[src/hw/rtl/sbgpf_pkg.sv]
// Shared widths, limits, defaults and register codes of the spectrum bin group peak finder.
// Used by the top level and its port checker; depends on nothing else.
`timescale 1ns / 1ps

package sbgpf_pkg;

    // Default sample width of one bin component
    localparam int DEF_SAMPLE_WIDTH = 16;

    // Frame limits
    localparam int MAX_BINS  = 2048;
    localparam int MAX_GROUP = 16;

    // Field and state widths
    localparam int GROUP_W    = 11;
    localparam int SUM_W      = 21;
    localparam int OUT_SUM_W  = 20;
    localparam int FREQ_W     = 22;
    localparam int GSIZE_W    = 5;
    localparam int SPACING_W  = 16;
    localparam int POS_W      = 4;
    localparam int GS_W       = GROUP_W + GSIZE_W;
    localparam int PROD_W     = GS_W + SPACING_W;
    localparam int CFG_IDX_W  = 1;
    localparam int CFG_DATA_W = SPACING_W;

    // Saturation limits
    localparam logic [SUM_W-1:0]     SUM_MAX     = '1;
    localparam logic [OUT_SUM_W-1:0] OUT_SUM_MAX = '1;
    localparam logic [FREQ_W-1:0]    FREQ_MAX    = '1;
    localparam int GROUP_IDX_MAX_I = ((MAX_BINS - 1) < 2047) ? (MAX_BINS - 1) : 2047;
    localparam logic [GROUP_W-1:0]   GROUP_IDX_MAX = GROUP_W'(GROUP_IDX_MAX_I);

    // Register reset values
    localparam logic [GSIZE_W-1:0]   DEF_GROUP_SIZE  = GSIZE_W'(3);
    localparam logic [SPACING_W-1:0] DEF_BIN_SPACING = SPACING_W'(1);

    // Register indexes of the configuration port
    typedef enum logic [CFG_IDX_W-1:0] {
        CFG_GROUP_SIZE  = 1'b0,
        CFG_BIN_SPACING = 1'b1
    } t_cfg_idx;

endpackage

[src/hw/rtl/spectrum_bin_group_peak_finder.sv]
// Spectral peak finder over groups of FFT bins: bit-serial magnitude, group sums, peak report.
// Depends on sbgpf_pkg for widths, limits, defaults and register codes.
`timescale 1ns / 1ps

// Each accepted bin passes through S_IDLE, S_SQUARE, S_ROOT and S_ACCUM before the next one
// is taken: MSB-first shift-and-add in S_SQUARE forms re^2 + im^2, then the floor square
// root comes out one bit per cycle in S_ROOT, and S_ACCUM adds the magnitude into the group
// sum and updates the best group. The bin flagged last_bin goes on through S_FMUL and S_FSHIFT,
// which form the frequency (one group-by-size product, then 16 shift-and-add steps over
// bin_spacing_hz), and S_OUT loads the result register. A result waiting in that register
// does not hold up further bins; only the next frame's result waits for it to be taken.
// Groups are compared on undivided sums, a short final group counts, ties keep the earlier
// group, and the frequency saturates at its 22-bit maximum.
module spectrum_bin_group_peak_finder
    import sbgpf_pkg::*;
#(
    parameter int SAMPLE_WIDTH = DEF_SAMPLE_WIDTH
) (
    input  logic                           i_clk,
    input  logic                           i_rst_n,
    // configuration write port
    input  logic                           i_cfg_we,
    input  logic [CFG_IDX_W-1:0]           i_cfg_idx,
    input  logic [CFG_DATA_W-1:0]          i_cfg_data,
    // bin input channel
    input  logic                           i_valid,
    output logic                           o_stall,
    input  logic signed [SAMPLE_WIDTH-1:0] i_re,
    input  logic signed [SAMPLE_WIDTH-1:0] i_im,
    input  logic                           i_last_bin,
    // peak result channel
    output logic                           o_valid,
    input  logic                           i_stall,
    output logic [GROUP_W-1:0]             o_peak_group,
    output logic [OUT_SUM_W-1:0]           o_peak_sum,
    output logic [FREQ_W-1:0]              o_peak_frequency_hz
);

    localparam int SW    = SAMPLE_WIDTH;
    localparam int SQ_W  = 2 * SW;
    localparam int REM_W = SW + 2;
    localparam int ADD_W = ((SW > SUM_W) ? SW : SUM_W) + 1;
    localparam int CNT_W = ($clog2(SW) > $clog2(SPACING_W)) ? $clog2(SW) : $clog2(SPACING_W);

    typedef enum logic [2:0] {
        S_IDLE,
        S_SQUARE,
        S_ROOT,
        S_ACCUM,
        S_FMUL,
        S_FSHIFT,
        S_OUT
    } t_state;

    t_state r_state;

    // configuration registers
    logic [GSIZE_W-1:0]   r_group_size;
    logic [SPACING_W-1:0] r_bin_spacing;

    // magnitude datapath
    logic [SW-1:0]    r_a, r_b;
    logic [SW-1:0]    r_a_bits, r_b_bits;
    logic [SQ_W-1:0]  r_sq;
    logic [REM_W-1:0] r_rem;
    logic [SW-1:0]    r_root;
    logic [CNT_W-1:0] r_cnt;
    logic             r_last;

    // frame state
    logic [SUM_W-1:0]   r_group_sum;
    logic [POS_W-1:0]   r_pos;
    logic [GROUP_W-1:0] r_group_count;
    logic [SUM_W-1:0]   r_best_sum;
    logic [GROUP_W-1:0] r_best_group;

    // result staging
    logic [GROUP_W-1:0]   r_res_group;
    logic [SUM_W-1:0]     r_res_sum;
    logic [GSIZE_W-1:0]   r_res_size;
    logic [GS_W-1:0]      r_gs;
    logic [SPACING_W-1:0] r_sp_bits;
    logic [PROD_W-1:0]    r_prod;

    logic                 r_out_valid;

    // combinational helpers
    logic [SW-1:0]      re_u, im_u, abs_re, abs_im;
    logic [SQ_W-1:0]    add_a, add_b, n_sq;
    logic [REM_W-1:0]   rem_sh, trial;
    logic               root_bit;
    logic [GSIZE_W-1:0] eff_size;
    logic [ADD_W-1:0]   sum_wide;
    logic [SUM_W-1:0]   sum_sat;
    logic [POS_W:0]     pos_inc;
    logic               close_grp;
    logic [SUM_W-1:0]   n_group_sum;
    logic [POS_W-1:0]   n_pos;
    logic [GROUP_W-1:0] n_group_count;
    logic [SUM_W-1:0]   n_best_sum;
    logic [GROUP_W-1:0] n_best_group;
    logic [PROD_W-1:0]  prod_add;
    logic               out_free;

    // Take absolute values of the incoming components
    assign re_u   = i_re;
    assign im_u   = i_im;
    assign abs_re = re_u[SW-1] ? (~re_u + 1'b1) : re_u;
    assign abs_im = im_u[SW-1] ? (~im_u + 1'b1) : im_u;

    // One shift-and-add step of re^2 + im^2, multiplier bits taken MSB first
    assign add_a = r_a_bits[SW-1] ? SQ_W'(r_a) : '0;
    assign add_b = r_b_bits[SW-1] ? SQ_W'(r_b) : '0;
    assign n_sq  = {r_sq[SQ_W-2:0], 1'b0} + add_a + add_b;

    // One restoring square-root step: bring down two radicand bits, try the next root bit
    assign rem_sh   = {r_rem[SW-1:0], r_sq[SQ_W-1:SQ_W-2]};
    assign trial    = {r_root, 2'b01};
    assign root_bit = (rem_sh >= trial);

    // Clamp the group size into its working range
    always_comb begin
        if (r_group_size == '0) begin
            eff_size = GSIZE_W'(1);
        end else if (int'(r_group_size) > MAX_GROUP) begin
            eff_size = GSIZE_W'(MAX_GROUP);
        end else begin
            eff_size = r_group_size;
        end
    end

    // Add the magnitude into the group, close the group and update the best one
    assign sum_wide  = ADD_W'(r_group_sum) + ADD_W'(r_root);
    assign sum_sat   = (sum_wide > ADD_W'(SUM_MAX)) ? SUM_MAX : sum_wide[SUM_W-1:0];
    assign pos_inc   = {1'b0, r_pos} + 1'b1;
    assign close_grp = (pos_inc >= eff_size) || r_last;

    always_comb begin
        n_best_sum    = r_best_sum;
        n_best_group  = r_best_group;
        n_group_count = r_group_count;
        n_group_sum   = sum_sat;
        n_pos         = pos_inc[POS_W-1:0];
        if (close_grp) begin
            if (sum_sat > r_best_sum) begin
                n_best_sum   = sum_sat;
                n_best_group = r_group_count;
            end
            if (r_group_count < GROUP_IDX_MAX) begin
                n_group_count = r_group_count + 1'b1;
            end
            n_group_sum = '0;
            n_pos       = '0;
        end
    end

    // One shift-and-add step of the frequency product, spacing bits taken MSB first
    assign prod_add = r_sp_bits[SPACING_W-1] ? PROD_W'(r_gs) : '0;
    assign out_free = !r_out_valid || !i_stall;

    // Write configuration registers
    always_ff @(posedge i_clk) begin
        if (!i_rst_n) begin
            r_group_size  <= DEF_GROUP_SIZE;
            r_bin_spacing <= DEF_BIN_SPACING;
        end else if (i_cfg_we) begin
            unique case (t_cfg_idx'(i_cfg_idx))
                CFG_GROUP_SIZE:  r_group_size  <= i_cfg_data[GSIZE_W-1:0];
                CFG_BIN_SPACING: r_bin_spacing <= i_cfg_data[SPACING_W-1:0];
            endcase
        end
    end

    // Sequence one bin through square, root and accumulate; report on the last bin
    always_ff @(posedge i_clk) begin
        if (!i_rst_n) begin
            r_state       <= S_IDLE;
            r_out_valid   <= 1'b0;
            r_group_sum   <= '0;
            r_pos         <= '0;
            r_group_count <= '0;
            r_best_sum    <= '0;
            r_best_group  <= '0;
        end else begin
            // drop the result once the receiver has taken it; in S_OUT the load below decides
            if (r_out_valid && !i_stall && (r_state != S_OUT)) begin
                r_out_valid <= 1'b0;
            end

            unique case (r_state)
                S_IDLE: begin
                    if (i_valid) begin
                        r_a      <= abs_re;
                        r_b      <= abs_im;
                        r_a_bits <= abs_re;
                        r_b_bits <= abs_im;
                        r_last   <= i_last_bin;
                        r_sq     <= '0;
                        r_cnt    <= CNT_W'(SW - 1);
                        r_state  <= S_SQUARE;
                    end
                end

                S_SQUARE: begin
                    r_sq     <= n_sq;
                    r_a_bits <= {r_a_bits[SW-2:0], 1'b0};
                    r_b_bits <= {r_b_bits[SW-2:0], 1'b0};
                    if (r_cnt == '0) begin
                        r_rem   <= '0;
                        r_root  <= '0;
                        r_cnt   <= CNT_W'(SW - 1);
                        r_state <= S_ROOT;
                    end else begin
                        r_cnt <= r_cnt - 1'b1;
                    end
                end

                S_ROOT: begin
                    r_sq   <= {r_sq[SQ_W-3:0], 2'b00};
                    r_rem  <= root_bit ? (rem_sh - trial) : rem_sh;
                    r_root <= {r_root[SW-2:0], root_bit};
                    if (r_cnt == '0) begin
                        r_state <= S_ACCUM;
                    end else begin
                        r_cnt <= r_cnt - 1'b1;
                    end
                end

                S_ACCUM: begin
                    if (r_last) begin
                        // latch the frame's result and clear the frame
                        r_res_group   <= n_best_group;
                        r_res_sum     <= n_best_sum;
                        r_res_size    <= eff_size;
                        r_group_sum   <= '0;
                        r_pos         <= '0;
                        r_group_count <= '0;
                        r_best_sum    <= '0;
                        r_best_group  <= '0;
                        r_state       <= S_FMUL;
                    end else begin
                        r_group_sum   <= n_group_sum;
                        r_pos         <= n_pos;
                        r_group_count <= n_group_count;
                        r_best_sum    <= n_best_sum;
                        r_best_group  <= n_best_group;
                        r_state       <= S_IDLE;
                    end
                end

                S_FMUL: begin
                    r_gs      <= GS_W'(r_res_group) * GS_W'(r_res_size);
                    r_sp_bits <= r_bin_spacing;
                    r_prod    <= '0;
                    r_cnt     <= CNT_W'(SPACING_W - 1);
                    r_state   <= S_FSHIFT;
                end

                S_FSHIFT: begin
                    r_prod    <= {r_prod[PROD_W-2:0], 1'b0} + prod_add;
                    r_sp_bits <= {r_sp_bits[SPACING_W-2:0], 1'b0};
                    if (r_cnt == '0) begin
                        r_state <= S_OUT;
                    end else begin
                        r_cnt <= r_cnt - 1'b1;
                    end
                end

                S_OUT: begin
                    // hold until the result register is free
                    if (out_free) begin
                        r_out_valid         <= 1'b1;
                        o_peak_group        <= r_res_group;
                        o_peak_sum          <= (r_res_sum > SUM_W'(OUT_SUM_MAX)) ?
                                               OUT_SUM_MAX : r_res_sum[OUT_SUM_W-1:0];
                        o_peak_frequency_hz <= (r_prod > PROD_W'(FREQ_MAX)) ?
                                               FREQ_MAX : r_prod[FREQ_W-1:0];
                        r_state             <= S_IDLE;
                    end
                end

                default: r_state <= S_IDLE;
            endcase
        end
    end

    assign o_stall = (r_state != S_IDLE);
    assign o_valid = r_out_valid;

endmodule

[config.mk]
export PLATFORM = sky130hd
export DESIGN_NAME = spectrum_bin_group_peak_finder
export DESIGN_NICKNAME = d
export VERILOG_FILES = /design/src/hw/rtl/sbgpf_pkg.sv /design/src/hw/rtl/spectrum_bin_group_peak_finder.sv
export SDC_FILE = /design/constraint.sdc
export NUM_CORES = 1
export LEC_CHECK = 0
export ABC_CLOCK_PERIOD_IN_PS = 8140
export BUFFER_PORTS_ARGS = -buffer_cell sky130_fd_sc_hd__buf_2
export CORE_UTILIZATION = 38
export DETAILED_ROUTE_END_ITERATION = 8
export GPL_ROUTABILITY_DRIVEN = 0
export SLEW_MARGIN = 10
export SYNTH_ARGS = -nofsm -noshare
export SYNTH_HDL_FRONTEND = slang
export SYNTH_SLANG_ARGS = --single-unit
[constraint.sdc]
create_clock -name i_clk -period 8.14 [get_ports i_clk]
set_input_delay 1.628 -clock i_clk [delete_from_list [all_inputs] [get_ports i_clk]]
set_output_delay 1.628 -clock i_clk [all_outputs]
set_load 0.05 [all_outputs]
==> impl_results.md <==
* Post-route cell area at 0.0244 mm^2
* Critical Path Sink Type: flop
* Setup TNS at 0 ps
* WP data arrival at 6160 ps
* Hpwl dp at about 32000 um
* Top_reg_cell synth: edfxtp_1
* Die W at 240 um
* Max Cap Viol at 0
* R2r endpoint: r_best_sum[15]$_SDFFE_PN0P_
* GRT Overall Usage at between 10% and 20%
* Mapped Area at 0.0215 mm^2
* Async SR Flop Fraction at 0%
* First-pass GRT wire length at 72400 um
* Part of the power in the clock network at 43.3%
* Cell depth of the worst setup path at 18
* Initial Util at 38.7%
* Synth Instances at approximately 2.1k
* WP buf/inv at 1
* Clk Latency, worst-skew pair at 570 ps
* Clk slew on worst S/H paths at 60 ps
* Internal power at around 3.5 mW
* DR iter-0 viols at 759
* P_leak at 9.47 nW
* Post-route ant nets at 0
* Share of total power in sequential cells at a little under half
* Post-CTS sizing at 0
* I/O Pins at 110
* R2r setup slk at approximately 2500 ps
* Fraction of layout instances using a drive strength above 1 at 14.3%
* Filler Cell Count at approximately 5.3k
* Maximum VDD drop at 0.160 mV
* Area grow syn2layout at 13.2%
* Initial antenna violation count at 3
* Vias in the first global route at 14.6k
* Slew at the pin with the worst max-slew slack at about 1200 ps
* Post-cts hold buffer count at 0
* Cell variety after synth at 87
* Clk_skew at 18.7 ps
* Sw Ratio at 23.8%
* Final Critical Period at 5640 ps
* Critical path class: reg -> reg
* Syn nets at 2279
* WL/cell at around 15 um
* Final Power at between 4 and 5 mW
* DRT Pass-1 Iters at 5
* Root Buffer: clkbuf_16
* Fmax at 177 MHz
* Placed instance area at 0.0229 mm^2
* Fin nets at 2373
* CP top delay family: simple AND/OR/NAND/NOR gates
* Worst-path cell chain: ha_1, a21oi_1, o21ai_1, nor4_1, a21oi_2, a221oi_4, or3_1, nand2_1, ha_1, and4_1, and4b_1, o31ai_1, o211ai_2, nand2_2, a21o_4, nor4_2, buf_4, a22o_1
* Final Cycle Share at 69.3%
* Die Ht at 240 um
* Relative slew margins at 21.9%
* Largest net degree at the start of global routing at 55
* Residual DRC at 0
* RSZ-0062 raised after global routing: no
* # rows at 86
* Detailed Route WL at 44400 um
* Synth warnings at 0
* Largest cells by area after synthesis: edfxtp_1 (40%), dfxtp_1 (8.7%), ha_1 (7.1%)
* Combinational fraction of design power at 9.2%
* CTS Sinks at 380
* Worst reg2reg path startpoint: r_root[10]$_SDFFCE_PN0P_
* Average cell area after synthesis at ~10 um^2
* Die ar. at between 0.05 and 0.06 mm^2
* GR Overflow Total at 0
* Final Hold Fails at 0
* Yosys top cell area share at 40.1%
* Pre-CTS setup slack at 2510 ps
* EDFF count, synth at 287
* H-tree levels at 2
* Slowest-stage cell, CP: nor4_2
* Startpoint Class: flop
* Power Density at about 190 mW/mm^2
* Sequential cell area at 0.0105 mm^2
* Area of the core at 0.0555 mm^2
* # setup viols final at 0
* Cell taking the most area after synthesis: edfxtp_1
* R2r worst-path depth at 18
* Number of post-CTS setup repair buffers at 0
* Psw at 1.10 mW
* Critical path peak fanout at 26
* CP peak stage delay at 960 ps
* HP Class: reg -> reg
* Vias per std cell at 5.14
* Vias at 15.1k
* Critical Path RT at 8660 ps
* PnR worst setup slack at 2500 ps
* Worst Setup SP: r_root[10]$_SDFFCE_PN0P_
* Final Max Slew Viols at 0
* CTS Buffer Depth at 3
* Most frequent CP cell: ha_1
* Multi-input gate area at 0.0104 mm^2
* CTS tree: built
* CTS buffer count at 44
* Port bufs at ~110
* CP endpoint: r_best_sum[15]$_SDFFE_PN0P_
* Flop and latch count out of synthesis at between 300 and 400
* Sequential share of the synthesized area at 48.7%
* Status: finished, final reports clean
==> kinds of logic (layout without fill, tap and decap cells) <==
logic type | count (synthesis) | count (layout) | share of synthesized area [%]
compound gates | 367 | 367 | 11.8
xor+xnor | 111 | 111 | 4.55
fa+ha+maj | 167 | 167 | 11.3
buf+inv | 189 | 318 | 3.43
flops | 380 | 380 | 48.7
mux | 46 | 46 | 2.30
other cells | 0 | 2 | 0
simple gates | 797 | 797 | 17.9
==> state kept, by name (all words and copies together) (netlist names), 4 cells and up <==
signal	flops
r_best_sum	21
r_sp_bits	16
r_group_sum	21
r_sq	32
r_b_bits	16
r_b	16
r_gs	16
r_a	16
r_root	16
o_peak_sum	20
r_res_size	5
r_pos	4
r_cnt	4
r_a_bits	16
r_best_group	11
o_peak_frequency_hz	22
r_res_group	11
r_prod	32
r_rem	16
o_peak_group	11
r_group_count	11
r_group_size	5
r_bin_spacing	16
r_res_sum	21
==> per-stage QoR <==
step                      utilization [%]  cells  hold WS, ps
final                                43.9   2936          455
after global routing                 43.9   2934          479
after CTS                            43.9   2934          457
after detailed placement             41.2   2853          448
after global placement               41.2   2853          445
after floorplan                         -   2057          429
==> area by class of cell <==
class	count	area share, %
clock buffers	55	4.85
multi-input cells	1488	42.6
inverters	113	1.74
well taps	748	3.84
flip-flops and latches	380	43.0
repair buffers	124	2.70
clock inverters	26	1.21
diodes	2	0.0205
==> routing by layer <==
layer	up-vias	share of wire (%)	GRT usage, %	wire (um)
li1	7500	-	-	-
met1	7249	48	20.9	21100
met2	273	46	25.3	20500
met3	53	4.6	2.55	2040
met4	2	1.6	4.54	729
met5	-	0.032	0	14
==> synthesized netlist by cell type (6+ instances only) <==
master / n
nor3_1: 30
buf_2: 8
nand2b_1: 16
ha_1: 122
fa_1: 45
edfxtp_1: 287
inv_1: 112
nand2_1: 279
xnor2_1: 63
o2bb2ai_2: 10
nor2_1: 177
and4_1: 9
nor4_1: 14
a22o_1: 31
or4_1: 8
or2_2: 44
o21ai_1: 23
o21bai_1: 7
nand4_1: 12
nand3b_1: 7
o21a_1: 12
and2_1: 82
nand3_1: 41
a31oi_1: 6
a21oi_1: 91
o31ai_1: 17
mux2i_1: 19
or3_1: 18
and3_1: 23
dfxtp_1: 93
a21o_1: 13
mux2_2: 27
clkbuf_1: 63
a211oi_1: 15
o21ai_0: 82
xor2_1: 47
nor2b_1: 14
==> worst min-delay path: cells and delay by family (launching register included) <==
family / cells / cell delay (ps)
simple gates: 1 / 50
flops: 1 / 310
compound gates: 1 / 50
==> power groups by stage <==
stage	sequential [mW]	clock (mW)	combinational, mW
3_5_place_dp	2.24	0	0.425
3_3_place_gp	2.24	0	0.414
2_1_floorplan	2.23	0	0.324
5_1_grt	2.21	2.13	0.478
6_report	2.20	2.00	0.423
4_1_cts	2.20	2.06	0.427
==> worst min-delay path by stage <==
| stage | cells after the start | from | slack, ps | to |
|---|---|---|---|---|
| final | 2 | r_bin_spacing[15]$_SDFFE_PN0P_ | 460 | r_bin_spacing[15]$_SDFFE_PN0P_ |
| after global routing | 2 | r_bin_spacing[15]$_SDFFE_PN0P_ | 480 | r_bin_spacing[15]$_SDFFE_PN0P_ |
| after CTS | 2 | r_bin_spacing[15]$_SDFFE_PN0P_ | 460 | r_bin_spacing[15]$_SDFFE_PN0P_ |
| after detailed placement | 2 | r_bin_spacing[15]$_SDFFE_PN0P_ | 450 | r_bin_spacing[15]$_SDFFE_PN0P_ |
| after global placement | 2 | r_bin_spacing[5]$_SDFFE_PN0P_ | 450 | r_bin_spacing[5]$_SDFFE_PN0P_ |
| after floorplan | 2 | r_group_sum[0]$_SDFFE_PN0P_ | 430 | r_group_sum[0]$_SDFFE_PN0P_ |
==> layout by cell type, fill, tap and decap left out, types with 17 or more instances in the layout <==
master and count:
fa_1 45, or2_2 44, or3_1 18, mux2i_1 19, clkbuf_16 44, dfxtp_1 93, nand3_1 41, inv_1 112
and2_1 82, mux2_2 27, buf_2 109, o21ai_1 23, nand2_1 279, nor2_1 171, ha_1 122, xnor2_1 63
edfxtp_1 287, a21oi_1 89, xor2_1 47, o31ai_1 17, and3_1 23, o21ai_0 82, nor3_1 29, a22o_1 31
Note: power is estimated with default switching activity, not from simulation.
